## src/rtl/core/vsp_pkg.sv

```systemverilog
// ----------------------------------------------------------------------------
// vsp_pkg
// Shared widths, pipeline depths and the root step function for the sphere projection.
// ----------------------------------------------------------------------------
package vsp_pkg;

  localparam int COORD_W = 24;
  localparam int RAD_W   = 23;
  localparam int SQ_W    = 2 * COORD_W;
  localparam int LEN_W   = SQ_W / 2;
  localparam int RREM_W  = LEN_W + 2;
  localparam int PROD_W  = COORD_W + RAD_W;
  localparam int Q_W     = RAD_W;

  localparam int SQ_LAT   = 2;
  localparam int SUM_LAT  = 1;
  localparam int ROOT_LAT = LEN_W;
  localparam int DIV_LAT  = Q_W + 2;
  localparam int TOT_LAT  = SQ_LAT + SUM_LAT + ROOT_LAT + DIV_LAT;

  localparam logic [RAD_W-1:0] RADIUS_RST = RAD_W'(65536);

  typedef struct packed {
    logic [RREM_W-1:0] rem;
    logic [LEN_W-1:0]  root;
  } root_st_t;

  // one root digit: bring in two bits of the radicand
  function automatic root_st_t root_step(root_st_t s, logic [1:0] pair);
    logic [RREM_W+1:0] cur;
    logic [RREM_W+1:0] trial;
    root_st_t          o;
    cur   = {s.rem, pair};
    trial = {2'b00, s.root, 2'b01};
    if (cur >= trial) begin
      o.rem  = RREM_W'(cur - trial);
      o.root = {s.root[LEN_W-2:0], 1'b1};
    end else begin
      o.rem  = RREM_W'(cur);
      o.root = {s.root[LEN_W-2:0], 1'b0};
    end
    return o;
  endfunction

endpackage

```

## src/rtl/core/vsp_root.sv

```systemverilog
// ----------------------------------------------------------------------------
// vsp_root
// Pipelined floor square root, one result bit per stage.
// ----------------------------------------------------------------------------
module vsp_root import vsp_pkg::*; (
  input  logic             clk,
  input  logic             en,
  input  logic [SQ_W-1:0]  rad,
  output logic [LEN_W-1:0] len_o
);

  root_st_t        st_r  [LEN_W];
  logic [SQ_W-1:0] rad_r [LEN_W];

  genvar g;
  generate
    for (g = 0; g < LEN_W; g++) begin : g_stage
      localparam int B = LEN_W - 1 - g;
      if (g == 0) begin : g_first
        root_st_t zero_st;
        assign zero_st = '0;
        always_ff @(posedge clk) begin
          if (en) begin
            st_r[g]  <= root_step(zero_st, rad[2*B+1 -: 2]);
            rad_r[g] <= rad;
          end
        end
      end else begin : g_next
        always_ff @(posedge clk) begin
          if (en) begin
            st_r[g]  <= root_step(st_r[g-1], rad_r[g-1][2*B+1 -: 2]);
            rad_r[g] <= rad_r[g-1];
          end
        end
      end
    end
  endgenerate

  assign len_o = st_r[LEN_W-1].root;

endmodule

```

## config.mk

```make
export PLATFORM = sky130hd
export DESIGN_NAME = vsp_root
export DESIGN_NICKNAME = d
export VERILOG_FILES = /design/src/rtl/core/vsp_pkg.sv /design/src/rtl/core/vsp_root.sv
export SDC_FILE = /design/constraint.sdc
export NUM_CORES = 2
export LEC_CHECK = 0
export BUFFER_PORTS_ARGS = -buffer_cell sky130_fd_sc_hd__buf_2
export CORE_MARGIN = 2
export CORE_UTILIZATION = 55
export CTS_BUF_LIST = sky130_fd_sc_hd__clkbuf_8
export CTS_CLUSTER_SIZE = 28
export DETAILED_ROUTE_END_ITERATION = 6
export PLACE_DENSITY = 0.67
export SYNTH_ARGS = -nofsm -noshare
export SYNTH_HDL_FRONTEND = slang
export SYNTH_SLANG_ARGS = --single-unit
```

## constraint.sdc

```tcl
create_clock -name clk -period 6.12 [get_ports clk]
set_input_delay 1.224 -clock clk [delete_from_list [all_inputs] [get_ports clk]]
set_output_delay 1.224 -clock clk [all_outputs]
set_load 0.01 [all_outputs]
```

* After elaboration in Yosys (flattened, before gate mapping)
Memory sizes are Yosys's and may differ from the RTL's.
Index checks and enable logic that the tools add are counted.
** Cells by class
- Add/subtract/negate cells :: 24
- Multiplexer cells :: 50
- Order comparisons :: 24
** Operators with widths (count)
- $mux W50 :: 48
- $ge A28 B26 Y1 :: 23
- $sub A26 B26 Y26 :: 23
- $sub A2 B1 Y3 const B :: 1
- $ge A2 B1 Y1 const B :: 1
- $mux W1 :: 2
** Storage, ports and cells
- Output and inout port bits :: 24
- Memories kept :: 2
- Memory bits (writable) :: 2352
- Logic and storage cells :: 100
- Register bits after elaboration :: 0
- Input port bits :: 50
** Memory list
- st_r :: words 24, width 50, read ports 24, clocked after memory_dff 0, write ports 24, RTL line vsp_root.sv:12 : root_st_t st_r [LEN_W];
- rad_r :: words 24, width 48, read ports 23, clocked after memory_dff 0, write ports 24, RTL line vsp_root.sv:13 : logic [SQ_W-1:0] rad_r [LEN_W];

* Longest topological paths before layout
An unclocked memory read counts as a cell.
- Depth after elaboration :: 4
- Depth in mapped cells :: 14
- Depth with buffers taken out :: 11

* Worst setup path after synthesis
No wires, ideal clock.
- Kind :: register -> register
- Start :: memory st_r[0][229] in the netlist's numbering
- End :: memory st_r[0][276] in the netlist's numbering, data pin
- Clock period less this slack :: 3.330 ns
- Setup time :: 0.260 ns
- Buffers on the path :: 1
- Slack :: 2.790 ns
- Arrival time :: 3.071 ns
- Cell stages (with the launch flop) :: 9
- Required time :: 5.860 ns
- Path through :: edfxtp_1 or4_4 or4_4 or4_4 or4_4 buf_6 nand2b_4 nor2_8 mux2_2
** RTL lines (RTL line)
- from (decl) :: vsp_root.sv:12

==> impl_metrics.yaml <==
cells_and_area:
  syn2layout_area_growth_pct: 10.0
  final_cell_mix: "edfxtp_1 (1415), inv_1 (474), nor2_1 (331)"
  final_cells: 7095
  drive_gt1_share_pct: 8.90
  nets: 5666
  final_common_cell: "edfxtp_1"
clock_tree:
  cts_root_buffer: "clkbuf_8"
  cts_tree: "done"
  clockBufferDepth: 3
  cts_resized: 0
  clock_latency_ps: 960
  post_cts_buffers: 0
  cts_sinks: 1415
  h-tree-depth: 4
  clk_pin_slew_ps: 60
  cts-buffers-inserted: 225
  cts_hold_buf: 0
sta:
  maxSlewViolCount: 0
  min_period_ps: 4020
  rsz0062_at_grt: "false"
  setup_viol: 0
  post-route-period-util_pct: 65.7
  fin_ws_ps: 2100
  skew_ps: 64.2
  max-slew-margin-rel_pct: 21.5
  max_freq_ghz: 0.249
  setup_tns_ps: 0
  tightest_slew_ps: 1170
  finalHoldViolations: 0
floorplan:
  fp-row-count: 127
  initial_core_util_pct: 55.3
  core_mm2: 0.119
  fp.dieW_um: 350
  die_area_mm2: 0.123
  io-pin-count: 74
  die_y_um: 350
global_routing:
  grt_max_degree: 154
  grt_pass1_wl_um: 198000
  overflow: 0
  grtUsageTotal_pct: 20.5
  antenna_found_initial: 1
  grt_pass1_vias: 38198
route:
  viasPerCell: 5.51
  final_antenna_net_count: 0
  drcViolationCount: 0
  drt_wl_total_um: 125000
  routedWlPerCell_um: 17.6
  vias: 39070
  drtPass1Iterations: 5
  drtIter0Drc: 2380
setup_path:
  cp.required_ps: 6810
  cp_max_fo: 13
  startpoint_type: "flop"
  crit_family: "simple AND/OR/NAND/NOR gates"
  cp.arrival_ps: 4710
  crit_type: "reg -> reg"
  cp_slowest_cell: "nor4_2"
  cpPeakStageDelay_ps: 1020
  critical_path_buf_inv_count: 0
  cp-end-kind: "flop"
  cp_cell_sequence: "or4_1, nor4_1, nand2b_1, or4_1, nor4_2, a211oi_2, nand3_1, xnor2_1"
  crit_top_cell: "or4_1"
status:
  status: "finished, final reports clean"
min_path:
  hold_class: "reg -> reg"
pwr:
  p_switching_mw: 7.00
  power_mw: 25.0
  p_leak_nw: 28.1
  power_density_mw_per_mm2: 344
  p_comb_share_pct: 17.5
  power_frac_seq_pct: 51.2
  switching_share_pct: 28.0
  power.share.clock_pct: 31.2
  peakVddDrop_mv: 0.228
  power.internal_mw: 18.0
placement:
  placed_cells: 6675
  port_buffers: 73
  dpl_worst_slack_ps: 1920
  dp_hpwl_um: 89300
  globalplace.congestion: 0.881
logic_synthesis:
  yosys.cell_types.count: 92
  yosysWarnings: 0
  seq_area_frac_synth_pct: 64.4
  postSynth.asyncResetShare_pct: 0
  ys_seq_elements: 1415
  synth-edff-count: 1415
  syn_nets: 5455
  syn_area_mm2: 0.0660
  syn_inst: 5079
  postSynthAreaPerCell_um2: 13.0
  synth_ff_type: "edfxtp_1"
job:
  drv_cap: 0
final cells by class:
type,instances,area (um2)
fill,9446,46800
sequential,1415,42500
multi-input combinational,3133,21500
clock buffer,225,3100
tap,1612,2020
inverter,412,1550
clock inverter,193,1310
timing repair buffer,103,731
antenna,2,5.00
cell families (layout without fill, tap and decap cells):
logic type,after synthesis,count (layout),synth area share [%]
other,1,3,0.00568
flip-flops,1415,1415,64.4
AND/OR/NAND/NOR,1313,1313,9.94
multiplexers,57,57,0.957
adder cells (fa/ha/maj),326,326,6.18
AO/OA/AOI/OAI,983,983,9.38
XOR/XNOR,453,453,6.01
buffers and inverters,531,933,3.18
per-stage QoR:
step	utilization, %	instance area (um2)	hold WS [ps]
5_1_grt	60.8	72700	344
2_1_floorplan	-	66000	400
4_1_cts	60.8	72600	299
3_3_place_gp	57.1	68200	401
6_report	60.8	72700	394
3_5_place_dp	57.1	68200	405
worst paths after layout:
| kind | start | depth (start not counted) | slack [ps] | to |
|---|---|---|---|---|
| max | st_r[0][178] | 8 | 2100 | st_r[0][241] |
| min | rad_r[0][65] | 0 | 390 | rad_r[0][113] |
| max reg2reg | st_r[0][178] | 8 | 2100 | st_r[0][241] |
| min reg2reg | rad_r[0][65] | 0 | 390 | rad_r[0][113] |
power groups by stage:
stage / combinational, mW / sequential [mW] / clock [mW]
after global placement: 4.31 / 13.0 / 0
after CTS: 4.40 / 12.8 / 8.08
final: 4.39 / 12.8 / 7.81
after detailed placement: 4.36 / 13.0 / 0
after floorplan: 3.32 / 12.7 / 0
after global routing: 4.94 / 12.9 / 8.49
worst reg2reg max path: stages (launching register included):
cell	delay [ps]
edfxtp_1	460
or4_1	600
nor4_1	270
nand2b_1	200
or4_1	620
nor4_2	1020
a211oi_2	310
nand3_1	200
xnor2_1	100
Yosys cell counts (all sizes together) (53+ instances only):
cell	count	share of area (%)
edfxtp	1415	64
inv	411	2.3
nor2	333	1.9
ha	326	6.2
nand2	310	1.8
a21oi	303	2.3
xnor2	244	3.2
o21ai	233	1.8
xor2	209	2.8
nor3	131	1.0
a21o	116	1.3
clkbuf	88	0.50
nand3	85	0.64
nor4	71	0.68
o21a	68	0.77
nand4	57	0.54
nor2b	55	0.52
nand2b	53	0.51
sequential cells by signal, summed over array words and instances, names as in the netlist:
name,cells
st_r,863
rad_r,552
per-layer routing:
| metal | track usage, % | wire length [um] | vias to the layer above |
|---|---|---|---|
| met1 | 24.6 | 51900 | 18682 |
| li1 | - | - | 19275 |
| met2 | 36.1 | 63700 | 852 |
| met5 | 0 | 0 | - |
| met4 | 8.49 | 4260 | 0 |
| met3 | 3.89 | 5110 | 261 |
Power figures use the tool's default switching activity.
