## src/rtl/core/vsp_pkg.sv

```systemverilog
// ----------------------------------------------------------------------------
// vsp_pkg
// Shared widths, pipeline depths and the root step function for the sphere projection.
// ----------------------------------------------------------------------------
package vsp_pkg;

  localparam int COORD_W = 24;
  localparam int RAD_W   = 23;
  localparam int SQ_W    = 2 * COORD_W;
  localparam int LEN_W   = SQ_W / 2;
  localparam int RREM_W  = LEN_W + 2;
  localparam int PROD_W  = COORD_W + RAD_W;
  localparam int Q_W     = RAD_W;

  localparam int SQ_LAT   = 2;
  localparam int SUM_LAT  = 1;
  localparam int ROOT_LAT = LEN_W;
  localparam int DIV_LAT  = Q_W + 2;
  localparam int TOT_LAT  = SQ_LAT + SUM_LAT + ROOT_LAT + DIV_LAT;

  localparam logic [RAD_W-1:0] RADIUS_RST = RAD_W'(65536);

  typedef struct packed {
    logic [RREM_W-1:0] rem;
    logic [LEN_W-1:0]  root;
  } root_st_t;

  // one root digit: bring in two bits of the radicand
  function automatic root_st_t root_step(root_st_t s, logic [1:0] pair);
    logic [RREM_W+1:0] cur;
    logic [RREM_W+1:0] trial;
    root_st_t          o;
    cur   = {s.rem, pair};
    trial = {2'b00, s.root, 2'b01};
    if (cur >= trial) begin
      o.rem  = RREM_W'(cur - trial);
      o.root = {s.root[LEN_W-2:0], 1'b1};
    end else begin
      o.rem  = RREM_W'(cur);
      o.root = {s.root[LEN_W-2:0], 1'b0};
    end
    return o;
  endfunction

endpackage

```

## src/rtl/core/vsp_div.sv

```systemverilog
// ----------------------------------------------------------------------------
// vsp_div
// Per-lane scale: magnitude times radius, pipelined divide by length, sign.
// ----------------------------------------------------------------------------
module vsp_div import vsp_pkg::*; (
  input  logic               clk,
  input  logic               en,
  input  logic [COORD_W-1:0] mag,
  input  logic               neg,
  input  logic               zero,
  input  logic [LEN_W-1:0]   len,
  input  logic [RAD_W-1:0]   radius,
  output logic [COORD_W-1:0] proj_o,
  output logic               zero_o
);

  logic [PROD_W-1:0]  rem_r  [Q_W+1];
  logic [Q_W-1:0]     q_r    [Q_W+1];
  logic [LEN_W-1:0]   len_r  [Q_W+1];
  logic               neg_r  [Q_W+1];
  logic               zero_r [Q_W+1];
  logic [COORD_W-1:0] proj_r;
  logic               zf_r;

  always_ff @(posedge clk) begin
    if (en) begin
      rem_r[0]  <= PROD_W'({{RAD_W{1'b0}}, mag} * {{COORD_W{1'b0}}, radius});
      q_r[0]    <= '0;
      len_r[0]  <= len;
      neg_r[0]  <= neg;
      zero_r[0] <= zero;
    end
  end

  // quotient never exceeds the radius since magnitude <= length
  genvar g;
  generate
    for (g = 1; g <= Q_W; g++) begin : g_stage
      localparam int B = Q_W - g;
      logic [PROD_W-1:0] dsh;
      assign dsh = {{(PROD_W-LEN_W){1'b0}}, len_r[g-1]} << B;
      always_ff @(posedge clk) begin
        if (en) begin
          if (rem_r[g-1] >= dsh) begin
            rem_r[g] <= rem_r[g-1] - dsh;
            q_r[g]   <= q_r[g-1] | (Q_W'(1) << B);
          end else begin
            rem_r[g] <= rem_r[g-1];
            q_r[g]   <= q_r[g-1];
          end
          len_r[g]  <= len_r[g-1];
          neg_r[g]  <= neg_r[g-1];
          zero_r[g] <= zero_r[g-1];
        end
      end
    end
  endgenerate

  always_ff @(posedge clk) begin
    if (en) begin
      zf_r <= zero_r[Q_W];
      if (zero_r[Q_W]) begin
        proj_r <= '0;
      end else if (neg_r[Q_W]) begin
        proj_r <= COORD_W'(~{1'b0, q_r[Q_W]} + 1'b1);
      end else begin
        proj_r <= {1'b0, q_r[Q_W]};
      end
    end
  end

  assign proj_o = proj_r;
  assign zero_o = zf_r;

endmodule

```

## config.mk

```make
export PLATFORM = sky130hd
export DESIGN_NAME = vsp_div
export DESIGN_NICKNAME = d
export VERILOG_FILES = /design/src/rtl/core/vsp_pkg.sv /design/src/rtl/core/vsp_div.sv
export SDC_FILE = /design/constraint.sdc
export NUM_CORES = 2
export LEC_CHECK = 0
export BUFFER_PORTS_ARGS = -buffer_cell sky130_fd_sc_hd__clkbuf_2
export CAP_MARGIN = 20
export CORE_MARGIN = 2
export CORE_UTILIZATION = 59
export CTS_BUF_LIST = sky130_fd_sc_hd__clkbuf_4 sky130_fd_sc_hd__clkbuf_8 sky130_fd_sc_hd__clkbuf_16
export CTS_CLUSTER_SIZE = 12
export DETAILED_ROUTE_END_ITERATION = 10
export GPL_ROUTABILITY_DRIVEN = 0
export PLACE_DENSITY = 0.81
export SLEW_MARGIN = 20
export SYNTH_ARGS = -nofsm -noshare
export SYNTH_HDL_FRONTEND = slang
export SYNTH_SLANG_ARGS = --single-unit
export TNS_END_PERCENT = 5
```

## constraint.sdc

```tcl
create_clock -name clk -period 23.4 [get_ports clk]
set_input_delay 3.51 -clock clk [delete_from_list [all_inputs] [get_ports clk]]
set_output_delay 3.51 -clock clk [all_outputs]
set_load 0.02 [all_outputs]
```

[After elaboration in Yosys (flattened, before gate mapping)]
Memory sizes are Yosys's and may differ from the RTL's.
Index checks and enable logic that the tools add are counted.
Widths: inputs -> output; s select.
Storage, ports and cells
  RAM bits: 2304
  memories: 5
  logic and storage cells: 292
  output and inout bits: 25
  bits in registers: 25
Memories
  rem_r: words 24, bits a word 47, rd ports 23, clocked after memory_dff 0, write ports 24, RTL line vsp_div.sv:17  | logic [PROD_W-1:0] rem_r [Q_W+1];
  len_r: words 24, bits a word 24, rd ports 23, clocked after memory_dff 0, write ports 24, RTL line vsp_div.sv:19  | logic [LEN_W-1:0] len_r [Q_W+1];
  q_r: words 24, bits a word 23, rd ports 24, clocked after memory_dff 0, write ports 24, RTL line vsp_div.sv:18  | logic [Q_W-1:0] q_r [Q_W+1];
  neg_r: words 24, bits a word 1, rd ports 24, clocked after memory_dff 0, write ports 24, RTL line vsp_div.sv:20  | logic neg_r [Q_W+1];
  zero_r: words 24, bits a word 1, rd ports 24, clocked after memory_dff 0, write ports 24, RTL line vsp_div.sv:21  | logic zero_r [Q_W+1];
Operators by class
  bitwise logic cells: 48
  $add $sub $neg: 24
  reductions and logical operators: 1
  $lt $le $gt $ge: 23
  multiplexer cells: 187
  multiply operators: 1
Operator list (count)
  $mux 47: 23
  $mux 23: 24
  $mux 1: 140
  $ge 47x24->1: 1
  $ge 47x25->1: 1
  $ge 47x26->1: 1
  $ge 47x27->1: 1
  $ge 47x28->1: 1
  $ge 47x29->1: 1
  $ge 47x30->1: 1
  $ge 47x31->1: 1
  $ge 47x32->1: 1
  $ge 47x33->1: 1
  $ge 47x34->1: 1
  $ge 47x35->1: 1
  $ge 47x36->1: 1
  $ge 47x37->1: 1
  $ge 47x38->1: 1
  $ge 47x39->1: 1
  $ge 47x40->1: 1
  $ge 47x41->1: 1
  $ge 47x42->1: 1
  $ge 47x43->1: 1
  $ge 47x44->1: 1
  31 further kinds: 76

[Depth between registers and ports, before layout]
An unclocked memory read counts as a cell.
  word-level depth: 6
  mapped depth: 27
  mapped depth without buffers: 25

[Worst setup path after synthesis]
Ideal clock, no wire load.
  path kind: input port to flip-flop
  start: input port radius[5]
  end: memory rem_r[0][43] in the netlist's numbering (data pin)
  stages: 25
  setup slack: 13.568 ns
  path buffers: 1
  data arrival time: 9.563 ns
  cell sequence: clkbuf_1 -> and2_1 -> fa_1 -> fa_1 -> inv_1 -> fa_1 -> inv_1 -> fa_1 -> inv_1 -> fa_1 -> inv_1 -> fa_1 -> inv_1 -> fa_1 -> inv_1 -> ha_1 -> nand2_1 -> o21ai_0 -> o41ai_1 -> a2bb2oi_1 -> o31ai_1 -> o41ai_1 -> o31a_1 -> o31ai_1 -> xor2_1
RTL lines
  start, declared: RTL line vsp_div.sv:12  | input logic [RAD_W-1:0] radius,
  end, declared: RTL line vsp_div.sv:17

==> impl_results.md <==
- Total Die Area: between 200,000 and 250,000 um2
- Detail Route Antenna Nets: 0
- Setup TNS: 0 ps
- Final Hold Vio Count: 0
- Critical Path Start: radius[10]
- Yosys warning total: 0
- DP Worst Slack: approximately 12,000 ps
- CP arrival: around 11,000 ps
- Maximum fanout along the worst path: 24
- Core area: 202,300 um2
- Total grt overflow: 0
- Critical path required time: 23,980 ps
- HPWL after DPL: between 200,000 and 250,000 um
- Proportion of power drawn by the clock network: 15.5%
- Period utilization: between 40% and 50%
- First DRT Iteration DRCs: approximately 9,700
- Die Ht: between 400 and 500 um
- Fin util: 64.03%
- Dpl cell area: 123,200 um2
- I/O Buffers: around 100
- Sink Count: 1,982
- Residual DRC: 0
- H-tree Lvls: 4
- Antenna violations before repair: 9
- Flops & latches, synth: roughly 2,000
- Asr flop ratio synth: 0%
- Hold_sp: q_r[3][59]
- Mapped cell area: approximately 120,000 um2
- R2R setup slack: approximately 19,000 ps
- Total Routing Usage GR: approximately 27%
- Inst Count DP: 13,267
- Top-level I/O count: 100
- Crit start category: input port
- Area growth from synthesis to final layout: 7.828%
- Fmax: between 90 and 100 MHz
- Crit path kind: in2reg
- Main area contributors after synthesis: edfxtp_1 50%, fa_1 8.0%, ha_1 7.6%
- Int Pwr: 11.38 mW
- Hold/Removal Path Class: reg2reg
- Clock latency on the worst-skew pair: ~870 ps
- Number of enable flip-flop cells after synthesis: a little under 2,000
- Vias in the first global route: between 80,000 and 90,000
- Die W: between 400 and 500 um
- CTS-repair resized insts: 0
- Top-area cell type share of the netlist area: approximately 50%
- Critical R2R Launch: len_r[3][47]
- Final setup violation count: 0
- Largest net degree at the start of global routing: 191
- Total number of vias: approximately 84,000
- Pre-antenna DRT Iters: 9
- Sw Ratio: 42.35%
- Yosys cell types: 87
- Slew Limit Fails: 0
- Setup bufs post-CTS: 0
- Std cell rows: 165
- Register area share after synthesis: approximately 50%
- Clock tree from TritonCTS: done
- Clk buf depth: 3
- Proportion of layout cells with a drive suffix above 1: about 5.5%
- Switch Pwr: 8.358 mW
- Portion of total power attributed to sequential cells: about 30%
- Dominant synthesized flop cell: edfxtp_1
- Final Non-Filler Cells: between 10,000 and 15,000
- Tmin final: 10,170 ps
- Via/cell ratio: between 6 and 7
- Cell leakage power: 52.08 nW
- Post-Syn Instances: about 11,000
- Synth top cells by count: 1,982 x edfxtp_1, 1,215 x inv_1, 1,062 x nand2_1
- Max cap viols: 0
- VDD IR max: 0.5008 mV
- Starting Density: approximately three fifths
- Setup slack after layout: 13,230 ps
- Final Cell Area: roughly 130,000 um2
- Root buffer cell: clkbuf_16
- Clock-pin slew on the worst setup and hold paths: 60 ps
- First-pass GRT wire length: between 400,000 and 500,000 um
- Most frequent cell after synthesis: edfxtp_1
- Relative slew slack: 20.08%
- Fin Hold WS: 390.1 ps
- Hold Buf Count CTS: 0
- Unrepaired setup endpoints after global routing: false
- Crit. End Element: flip-flop
- Final Total Pwr: slightly below 20 mW
- Power share of the combinational group: approximately 55%
- CTS Buf Count: 203
- Nets: approximately 12,000
- PwrDens: about 150 nW/um2
- Clk_skew: ~67 ps
- Synth Area per Inst: roughly 11 um2
- Routed wire length: about 280,000 um
- Synth area leader: edfxtp_1
- Post-Syn Nets: 12,050
- DR WL/cell: a little over 20 um
- Slew @ Worst Pin: 1188 ps
- Status: completed
power groups by stage:
stage	registers, mW	logic (mW)	clock network (mW)
floorplan	5.64	8.08	0
global placement	5.89	10.2	0
detailed placement	5.92	10.6	0
CTS	5.86	10.6	3.11
global route	5.94	12.0	3.24
finish	5.88	10.8	3.06
sequential cells by signal, summed over array words and instances (netlist names):
| signal | count |
|---|---|
| rem_r | 1081 |
| len_r | 552 |
| q_r | 276 |
| neg_r | 24 |
| proj_o | 24 |
| zero_r | 24 |
| zero_o | 1 |
cells by family after synthesis:
family | count (synthesis) | synth area share (%)
flip-flops | 1982 | 49.54
buffers and inverters | 1534 | 4.818
AND/OR/NAND/NOR | 3097 | 12.82
adder cells (fa/ha/maj) | 1207 | 15.58
XOR/XNOR | 727 | 5.300
multiplexers | 89 | 0.8093
AO/OA/AOI/OAI | 2132 | 11.13
layer usage:
layer  global-route usage (%)  vias to the layer above  routed length (um)
li1                         -                    38270                   -
met1                    34.06                    40505              108300
met2                    45.46                     4223              137700
met3                    3.959                      936               21460
met4                    13.18                        2               14540
met5                        0                        -                  10
placed cells by master (no fill, tap or decap), types with 102 or more instances in the layout:
cell type  netlist  routed
a21o_1         306     306
nand4_1        124     124
nand2b_1       102     102
nand3_1        175     175
fa_1           481     481
nor3_1         182     180
inv_1         1215    1214
ha_1           726     726
nand2_1       1062    1062
and2_1         272     272
xnor2_1        373     373
clkbuf_16        0     203
o21ai_0        616     616
xor2_1         354     354
nor2_1         524     524
edfxtp_1      1982    1982
nor4_1         152     152
a21oi_1        555     553
worst max-delay path, cell delays in order:
cell,delay (ps)
clkbuf_2,370
and2_1,340
fa_1,460
fa_1,540
inv_1,50
fa_1,530
inv_1,50
fa_1,520
inv_1,50
fa_1,500
inv_1,70
fa_1,550
inv_1,60
fa_1,530
inv_1,50
ha_1,360
nand2_1,90
o21ai_0,110
o41ai_1,380
a2bb2oi_1,230
o31ai_1,170
o41ai_1,590
o31a_1,340
o21bai_1,110
xor2_1,150
final timing paths:
path / cells past startpoint / end
worst max-delay path: 25 / rem_r[0][39]
worst min-delay path: 0 / q_r[3][82]
worst max register to register: 12 / rem_r[3][135]
worst min register to register: 0 / q_r[3][82]
cell type report:
class	count	area (um2)
multi-input combinational	7252	54910
clock inverter	86	880.8
inverter	1217	4571
fill	14693	72780
timing repair buffer	147	965.9
antenna	3	7.507
tap	2672	3343
sequential	1982	59520
clock buffer	238	5343
(Power assumes the default switching activity.)
