<file path="src/rtl/core/vsp_pkg.sv">
// ----------------------------------------------------------------------------
// vsp_pkg
// Shared widths, pipeline depths and the root step function for the sphere projection.
// ----------------------------------------------------------------------------
package vsp_pkg;

  localparam int COORD_W = 24;
  localparam int RAD_W   = 23;
  localparam int SQ_W    = 2 * COORD_W;
  localparam int LEN_W   = SQ_W / 2;
  localparam int RREM_W  = LEN_W + 2;
  localparam int PROD_W  = COORD_W + RAD_W;
  localparam int Q_W     = RAD_W;

  localparam int SQ_LAT   = 2;
  localparam int SUM_LAT  = 1;
  localparam int ROOT_LAT = LEN_W;
  localparam int DIV_LAT  = Q_W + 2;
  localparam int TOT_LAT  = SQ_LAT + SUM_LAT + ROOT_LAT + DIV_LAT;

  localparam logic [RAD_W-1:0] RADIUS_RST = RAD_W'(65536);

  typedef struct packed {
    logic [RREM_W-1:0] rem;
    logic [LEN_W-1:0]  root;
  } root_st_t;

  // one root digit: bring in two bits of the radicand
  function automatic root_st_t root_step(root_st_t s, logic [1:0] pair);
    logic [RREM_W+1:0] cur;
    logic [RREM_W+1:0] trial;
    root_st_t          o;
    cur   = {s.rem, pair};
    trial = {2'b00, s.root, 2'b01};
    if (cur >= trial) begin
      o.rem  = RREM_W'(cur - trial);
      o.root = {s.root[LEN_W-2:0], 1'b1};
    end else begin
      o.rem  = RREM_W'(cur);
      o.root = {s.root[LEN_W-2:0], 1'b0};
    end
    return o;
  endfunction

endpackage

</file>
<file path="src/rtl/core/vsp_sq.sv">
// ----------------------------------------------------------------------------
// vsp_sq
// Per-lane magnitude and square of one coordinate, two stages.
// ----------------------------------------------------------------------------
module vsp_sq import vsp_pkg::*; (
  input  logic               clk,
  input  logic               en,
  input  logic [COORD_W-1:0] coord,
  output logic [COORD_W-1:0] mag_o,
  output logic               neg_o,
  output logic [SQ_W-1:0]    sq_o
);

  logic [COORD_W-1:0] mag_r;
  logic               neg_r;
  logic [COORD_W-1:0] mag2_r;
  logic               neg2_r;
  logic [SQ_W-1:0]    sq_r;

  always_ff @(posedge clk) begin
    if (en) begin
      neg_r  <= coord[COORD_W-1];
      // most negative value maps to 2^(w-1) unsigned
      mag_r  <= coord[COORD_W-1] ? COORD_W'(~coord + 1'b1) : coord;
      neg2_r <= neg_r;
      mag2_r <= mag_r;
      sq_r   <= {{COORD_W{1'b0}}, mag_r} * {{COORD_W{1'b0}}, mag_r};
    end
  end

  assign mag_o = mag2_r;
  assign neg_o = neg2_r;
  assign sq_o  = sq_r;

endmodule

</file>
<file path="config.mk">
export PLATFORM = sky130hd
export DESIGN_NAME = vsp_sq
export DESIGN_NICKNAME = d
export VERILOG_FILES = /design/src/rtl/core/vsp_pkg.sv /design/src/rtl/core/vsp_sq.sv
export SDC_FILE = /design/constraint.sdc
export NUM_CORES = 1
export LEC_CHECK = 0
export ABC_AREA = 1
export ABC_CLOCK_PERIOD_IN_PS = 6400
export BUFFER_PORTS_ARGS = -buffer_cell sky130_fd_sc_hd__clkbuf_2
export CAP_MARGIN = 20
export CELL_PAD_IN_SITES_DETAIL_PLACEMENT = 1
export CELL_PAD_IN_SITES_GLOBAL_PLACEMENT = 1
export CORE_ASPECT_RATIO = 1.75
export CORE_MARGIN = 4
export CORE_UTILIZATION = 45
export CTS_CLUSTER_DIAMETER = 80
export DETAILED_ROUTE_END_ITERATION = 10
export PLACE_DENSITY = 0.89
export SLEW_MARGIN = 30
export SYNTH_ARGS = -nofsm -noshare
export SYNTH_HDL_FRONTEND = slang
export SYNTH_SLANG_ARGS = --single-unit
</file>
<file path="constraint.sdc">
create_clock -name clk -period 6.4 [get_ports clk]
set_input_delay 0.32 -clock clk [delete_from_list [all_inputs] [get_ports clk]]
set_output_delay 0.32 -clock clk [all_outputs]
set_load 0.03 [all_outputs]
</file>
# == Yosys cells after proc, flatten, opt, wreduce, memory -nomap -nowiden ==
# Cells that the tools add are included.
# classes
addsub,1
n_mul,1
n_mux,1
n_bitwise,1
# ops
op,n
24-bit by 24-bit multiplier with 48-bit output,1
24-bit by 1-bit adder with 24-bit output (second input constant),1
24-bit NOT,1
23-bit 2-to-1 mux,1
# word_totals
register_bits,98
inputBits,26
out_inout_bits,73
elab_cells,10

# == Depth between registers and ports, before layout ==
# Gate-level depths: netlist (run 1).
# depth
word_depth,3
ltp_mapped,29

# == Worst setup path after synthesis (run 1) ==
# No wires, ideal clock.
# synth_timing
kind,register to register
from,reg mag_r[2]
to,reg sq_r[39] (netlist: sq_o[39]) (data pin)
setup_ns,0.252
t_arrival_ns,5.781
setup_slack_ns,0.366
path_stages_with_launch,27
path_buffers,1
cell_sequence,edfxtp_1 clkbuf_1 nand2_1 fa_1 inv_1 fa_1 inv_1 fa_1 inv_1 fa_1 inv_1 fa_1 inv_1 fa_1 inv_1 fa_1 inv_1 ha_1 nand2_2 nor2_2 nand2_1 inv_1 nand4_1 nand3_2 nand2_1 nand3_1 nand2_1
# synth_via
elab_chain_len,1
# synth_rtl
element,line_no,rtl
"start, declared",vsp_sq.sv:14,logic [COORD_W-1:0] mag_r;
"start signal, assigned",vsp_sq.sv:24,mag_r <= coord[COORD_W-1] ? COORD_W'(~coord + 1'b1) : coord;
24-bit by 24-bit multiplier with 48-bit output,vsp_sq.sv:27,"sq_r <= {{COORD_W{1'b0}}, mag_r} * {{COORD_W{1'b0}}, mag_r};"
"end signal, assigned",vsp_sq.sv:27,
"end, declared",vsp_sq.sv:18,logic [SQ_W-1:0] sq_r;
# No other way between the ends.
# A chain may end at the register's enable or synchronous reset.

# == Worst setup path in the final report (run 1) ==
# layout_timing
from,reg mag_r[5]
to,reg sq_r[31] (netlist: sq_o[31]) (data pin)
# The elaborated chain is that of the path after synthesis.

==> results of run 1 <==
## synthesized netlist by cell type (3+ instances only)
library cell    n
clkbuf_1       51
nand4_1         8
nand3_1        30
nor2_2         12
nor3_1          6
ha_1          178
nand3_2         7
edfxtp_1       96
a21oi_1        34
o21ai_0        10
nor2_4          3
or2_1           3
xnor2_1        20
nand2_2        17
a31oi_1         6
nor2_1         91
o21bai_1        6
inv_1         862
fa_1          423
xor2_1         38
nand2_1       610
or2_2           3
## worst max-delay path by stage
stage / start / end / slack, ns / cells after the start
3_3_place_gp: mag_r[15] / sq_o[30] / -0.05 / 23
2_1_floorplan: mag_r[2] / sq_o[39] / 0.37 / 26
5_1_grt: mag_r[5] / sq_o[43] / -1.02 / 24
3_5_place_dp: mag_r[17] / sq_o[40] / -0.22 / 23
4_1_cts: mag_r[5] / sq_o[43] / 0.005 / 28
6_report: mag_r[5] / sq_o[31] / -0.93 / 23
## area by class of cell
class	instances	share of cell area
Multi-Input combinational cell	1516	0.638
Inverter	863	0.129
Sequential cell	96	0.115
Timing Repair Buffer	223	0.0774
Tap cell	583	0.0291
Clock buffer	10	0.00914
Clock inverter	6	0.00215
Antenna cell	2	0.000200
## stage by stage
stage | utilization | TNS [ns] | setup slack (ns) | instances | instance area (um2)
after floorplan | - | 0 | 0.366 | 2528 | 21100
after global routing | 0.542 | -23.55 | -1.02 | 3297 | 25000
after detailed placement | 0.494 | -3.07 | -0.223 | 3217 | 22800
final | 0.542 | -20.27 | -0.932 | 3299 | 25100
after CTS | 0.512 | 0 | 0.00547 | 3247 | 23700
after global placement | 0.494 | -0.129 | -0.0494 | 3217 | 22800
## what timing repair did
item,in CTS,in global routing
setup endpoints to repair,27,34
pin swaps,20,112
endpoints found under the hold margin,0,0
cloned,2,6
buffers inserted,12,46
resized for setup,88,257
## sequential cells by signal, indices dropped and copies added (netlist names)
signal  cells
mag_r      24
neg_r       1
mag_o      24
sq_o       46
neg_o       1
## kinds of logic (layout without fill, tap and decap cells)
logic type | count (synthesis) | count (layout) | share of synthesized area
AOI/OAI and AO/OA | 61 | 61 | 0.0165
buffers and inverters | 916 | 1102 | 0.163
and+or+nand+nor | 795 | 795 | 0.153
DFF | 96 | 96 | 0.137
other | 1 | 3 | 0.000178
adders and majority gates | 601 | 601 | 0.507
xor gates and xnor gates | 58 | 58 | 0.0241
## routing by layer
metal / global-route usage / routed length [um]
met5: 0 / 69
met1: 0.313 / 30900
met3: 0.0538 / 10700
met2: 0.591 / 50000
met4: 0.273 / 13800
==> flow_summary.ini, run 1 <==
[outcome]
outcome = finished, violations left
violations = negative setup slack

[critical_path]
path_cells = buf_6 -> bufbuf_16 -> nand2_2 -> fa_1 -> inv_1 -> fa_1 -> fa_1 -> fa_1 -> fa_1 -> fa_1 -> inv_1 -> fa_1 -> inv_1 -> ha_4 -> nand2_2 -> nor2_2 -> nand2_1 -> inv_1 -> nand2_1 -> nand2_1 -> inv_1 -> nand2_1 -> xor2_1
arrival_ns = 7.54
timing.rr.end = sq_o[31]
cpMostUsedCell = fa_1
cpLargestDelayFamily = adder cells
r2r-start = mag_r[5]
critPathKind = flop to flop
cp.required_ns = 6.61
rrSetupSlack_ns = -0.93
path_buf_inv = 7
max_stage_delay_ns = 0.83
start_kind = flop
cp_max_fo = 12
cp-end-kind = flop
slowest_stage = fa_1
rr_worst_depth = 23

[floorplan]
start_util = 0.457
core_um2 = 46200
rows = 104
dieArea_um2 = 50600
die_w_um = 172
io_pins = 99
die_y_um = 295

[timing]
fin_crit_sh = 1.15
fin_crit_ns = 7.33
clock_skew_ns = 0.0474
fin_ws_ns = -0.932
rsz0062_at_grt = true
clock.fmax_ghz = 0.136
relSlewSlack = 0.393
holdWs_ns = 0.148
tightestPinTransition_ns = 0.910
hold_viol_final = 0
setup_viol = 33
slew_viol_final = 0

[yosys]
synth_area_leaders = fa_1 (40%), inv_1 (15%), edfxtp_1 (14%)
mappedNetlistArea_um2 = 21100
yosys.area.top_type = fa_1
ys_types = 34
synthCells = 2528
ys_seq_elements = 96
async_flop_share = 0
syn_nets = 3155
ys.flop_type = edfxtp_1
avgSynthCellArea_um2 = 8.35
yosysWarnings = 0
ys_seq_area_frac = 0.137
synth_edf_count = 96
synth_top_area_frac = 0.401

[drt]
drt-initial-drc-count = 2046
wire_per_inst_um = 32.0
antenna_left = 0
first_pass_iters = 6
drt-total-wl_mm = 105
num_vias = 19900
via_per_inst = 6.02
route.detailed.drc = 0

[cells_and_area]
area_delta_synth_final_pct = 18.7
nNetsFinal = 3336
fillers = 5341
layout_commonest_cell = inv_1
multi_input_area_um2 = 16000
regArea_um2 = 2880
layout-drive-gt1-share = 0.197
layout_common_cells = inv_1 (830), nand2_1 (503), fa_1 (402)

[clocking]
htreeDepth = 3
postCtsHoldBufs = 0
clk_latency_ns = 0.45
path_clk_slew_ns = 0.13
cts_buffers = 9
cts-root-buf = clkbuf_16
cts_buffer_depth = 2
clock-sinks = 96
cts_tree = done

[global_route]
grtUsageTotal = 0.325
antenna_found_initial = 3
grt_first_pass_wirelength_mm = 122
grt_max_degree = 59
grt_pass1_vias = 21800
grt_overflow = 0

[hold_path]
hold_class = input pin to flop
min_to = mag_r[0]
worstHoldStart = coord[0]
worstHoldPathCells = 1

[flow_run]
cap_violations = 0

[placement]
port_buffers = 97
dp_hpwl_mm = 62.0
routabilityCongestion = 0.960
Power of run 1 is not shown: default switching activity piles up to over one toggle a cycle in this logic, so the estimate is an artifact.
==> run 2, diff against run 1 <==
--- a/config.mk
+++ b/config.mk
@@ -14,6 +14,7 @@
 export CORE_ASPECT_RATIO = 1.75
 export CORE_MARGIN = 4
 export CORE_UTILIZATION = 45
+export CTS_BUF_LIST = sky130_fd_sc_hd__clkbuf_8
 export CTS_CLUSTER_DIAMETER = 80
 export DETAILED_ROUTE_END_ITERATION = 10
 export PLACE_DENSITY = 0.89
==> run 2 against run 1 <==
Against the previous run: the run still ends with negative setup slack left; die area stayed put; register-to-register slack better by 0.12 ns; first-iteration DRC count is 6.0% lower; clock skew is 0.024 ns higher; worst setup slack better by 0.12 ns; worst hold slack worse by 0.087 ns; cell area is 0.27% lower; critical endpoint is now sq_o[36]; critical path depth is 2 higher; non-clock buffer count is 21 higher; count of clock-buffer cells in the layout is 1 lower.
==> flow_summary.ini, run 2 (same netlist as run 1, synthesis figures left out) <==
[outcome]
outcome = finished, violations left
violations = negative setup slack

[critical_path]
critPathKind = flop to flop
slowest_stage = fa_1
cp-end-kind = flop
cpLargestDelayFamily = adder cells
cp_max_fo = 7
cpMostUsedCell = fa_1
cp.required_ns = 6.66
path_buf_inv = 7
max_stage_delay_ns = 0.79
start_kind = flop
arrival_ns = 7.47

[timing]
fin_crit_ns = 7.21
clock_skew_ns = 0.0709
clock.fmax_ghz = 0.139
relSlewSlack = 0.363
fin_ws_ns = -0.812
rsz0062_at_grt = true
slew_viol_final = 0
tightestPinTransition_ns = 0.955
hold_viol_final = 0
setup_viol = 32
fin_crit_sh = 1.13

[floorplan]
core_um2 = 46200
start_util = 0.457
io_pins = 99
rows = 104
die_y_um = 295
dieArea_um2 = 50600
die_w_um = 172

[drt]
first_pass_iters = 6
wire_per_inst_um = 30.7
via_per_inst = 5.92
num_vias = 19700
drt-initial-drc-count = 1924
antenna_left = 0
route.detailed.drc = 0
drt-total-wl_mm = 102

[global_route]
grt_overflow = 0
grt_pass1_vias = 21500
antenna_found_initial = 5
grtUsageTotal = 0.320
grt_max_degree = 59
grt_first_pass_wirelength_mm = 120

[cells_and_area]
largest_reg_flops = 46
regArea_um2 = 2880
area_delta_synth_final_pct = 18.4
layout_commonest_cell = inv_1
fillers = 5356
layout_common_cells = inv_1 (834), nand2_1 (520), fa_1 (407)
nNetsFinal = 3357
finalNonFillerCells = 3323
layout-drive-gt1-share = 0.189
multi_input_area_um2 = 15800

[clocking]
cts_tree = done
clk_latency_ns = 0.52
cts-root-buf = clkbuf_8
cts_buffer_depth = 2
htreeDepth = 3
path_clk_slew_ns = 0.20
postCtsHoldBufs = 0
cts_buffers = 9
clock-sinks = 96

[flow_run]
cap_violations = 0

[placement]
routabilityCongestion = 0.960
place_inst = 3217
port_buffers = 97
dp_hpwl_mm = 62.0

[hold_path]
hold_class = input pin to flop
[run 2: metal layers]
| metal | share of wire | global-route usage |
|---|---|---|
| met5 | 0.00013 | 0 |
| met4 | 0.13 | 0.267 |
| met3 | 0.098 | 0.0549 |
| met2 | 0.48 | 0.580 |
| met1 | 0.30 | 0.306 |
[run 2: path summary, 6_finish.rpt]
check | slack, ns | start | endpoint | cells after the start
max | -0.81 | mag_r[20] | sq_o[36] | 25
min | 0.06 | coord[0] | mag_r[0] | 1
max reg2reg | -0.81 | mag_r[20] | sq_o[36] | 25
min reg2reg | 0.44 | neg_r | neg_o | 0
[run 2: cell type report]
cell class | instances | area share
Multi-Input combinational cell | 1516 | 0.633
Inverter | 863 | 0.130
Sequential cell | 96 | 0.115
Timing Repair Buffer | 244 | 0.0850
Tap cell | 583 | 0.0292
Clock buffer | 9 | 0.00496
Clock inverter | 7 | 0.00230
Antenna cell | 5 | 0.000501
[run 2: worst register-to-register path, stage by stage (launching register included)]
cell and delay, ns:
edfxtp_1 0.51, buf_6 0.19, nand2_1 0.20, fa_1 0.79, inv_2 0.20, fa_1 0.68, inv_1 0.12, fa_1 0.47
fa_1 0.53, inv_1 0.06, fa_1 0.60, fa_1 0.56, inv_1 0.07, fa_1 0.50, inv_1 0.08, ha_4 0.33
nand2_2 0.11, buf_4 0.17, nor2_4 0.13, nand2_1 0.09, nor2_1 0.11, nand2_1 0.13, nand3_4 0.15, nand2_1 0.08
nand3_1 0.08, nand2_1 0.06
[run 2: through the flow]
| step | hold slack [ns] | setup slack, ns | instance area [um2] | TNS, ns | utilization |
|---|---|---|---|---|---|
| 3_3_place_gp | 0.405 | -0.0494 | 22800 | -0.129 | 0.494 |
| 4_1_cts | 0.0686 | 0.000835 | 23500 | 0 | 0.509 |
| 5_1_grt | 0.0493 | -1.00 | 25000 | -22.55 | 0.541 |
| 3_5_place_dp | 0.414 | -0.223 | 22800 | -3.07 | 0.494 |
| 6_report | 0.0615 | -0.812 | 25000 | -17.27 | 0.541 |
| 2_1_floorplan | 0.400 | 0.366 | 21100 | 0 | - |
[run 2: repair_timing]
item / CTS / global route
endpoints found under the setup margin: 28 / 34
gates cloned: 3 / 8
buffers inserted: 13 / 62
pin swaps: 16 / 53
resized for setup: 74 / 231
Power of run 2 is left out for the same reason.
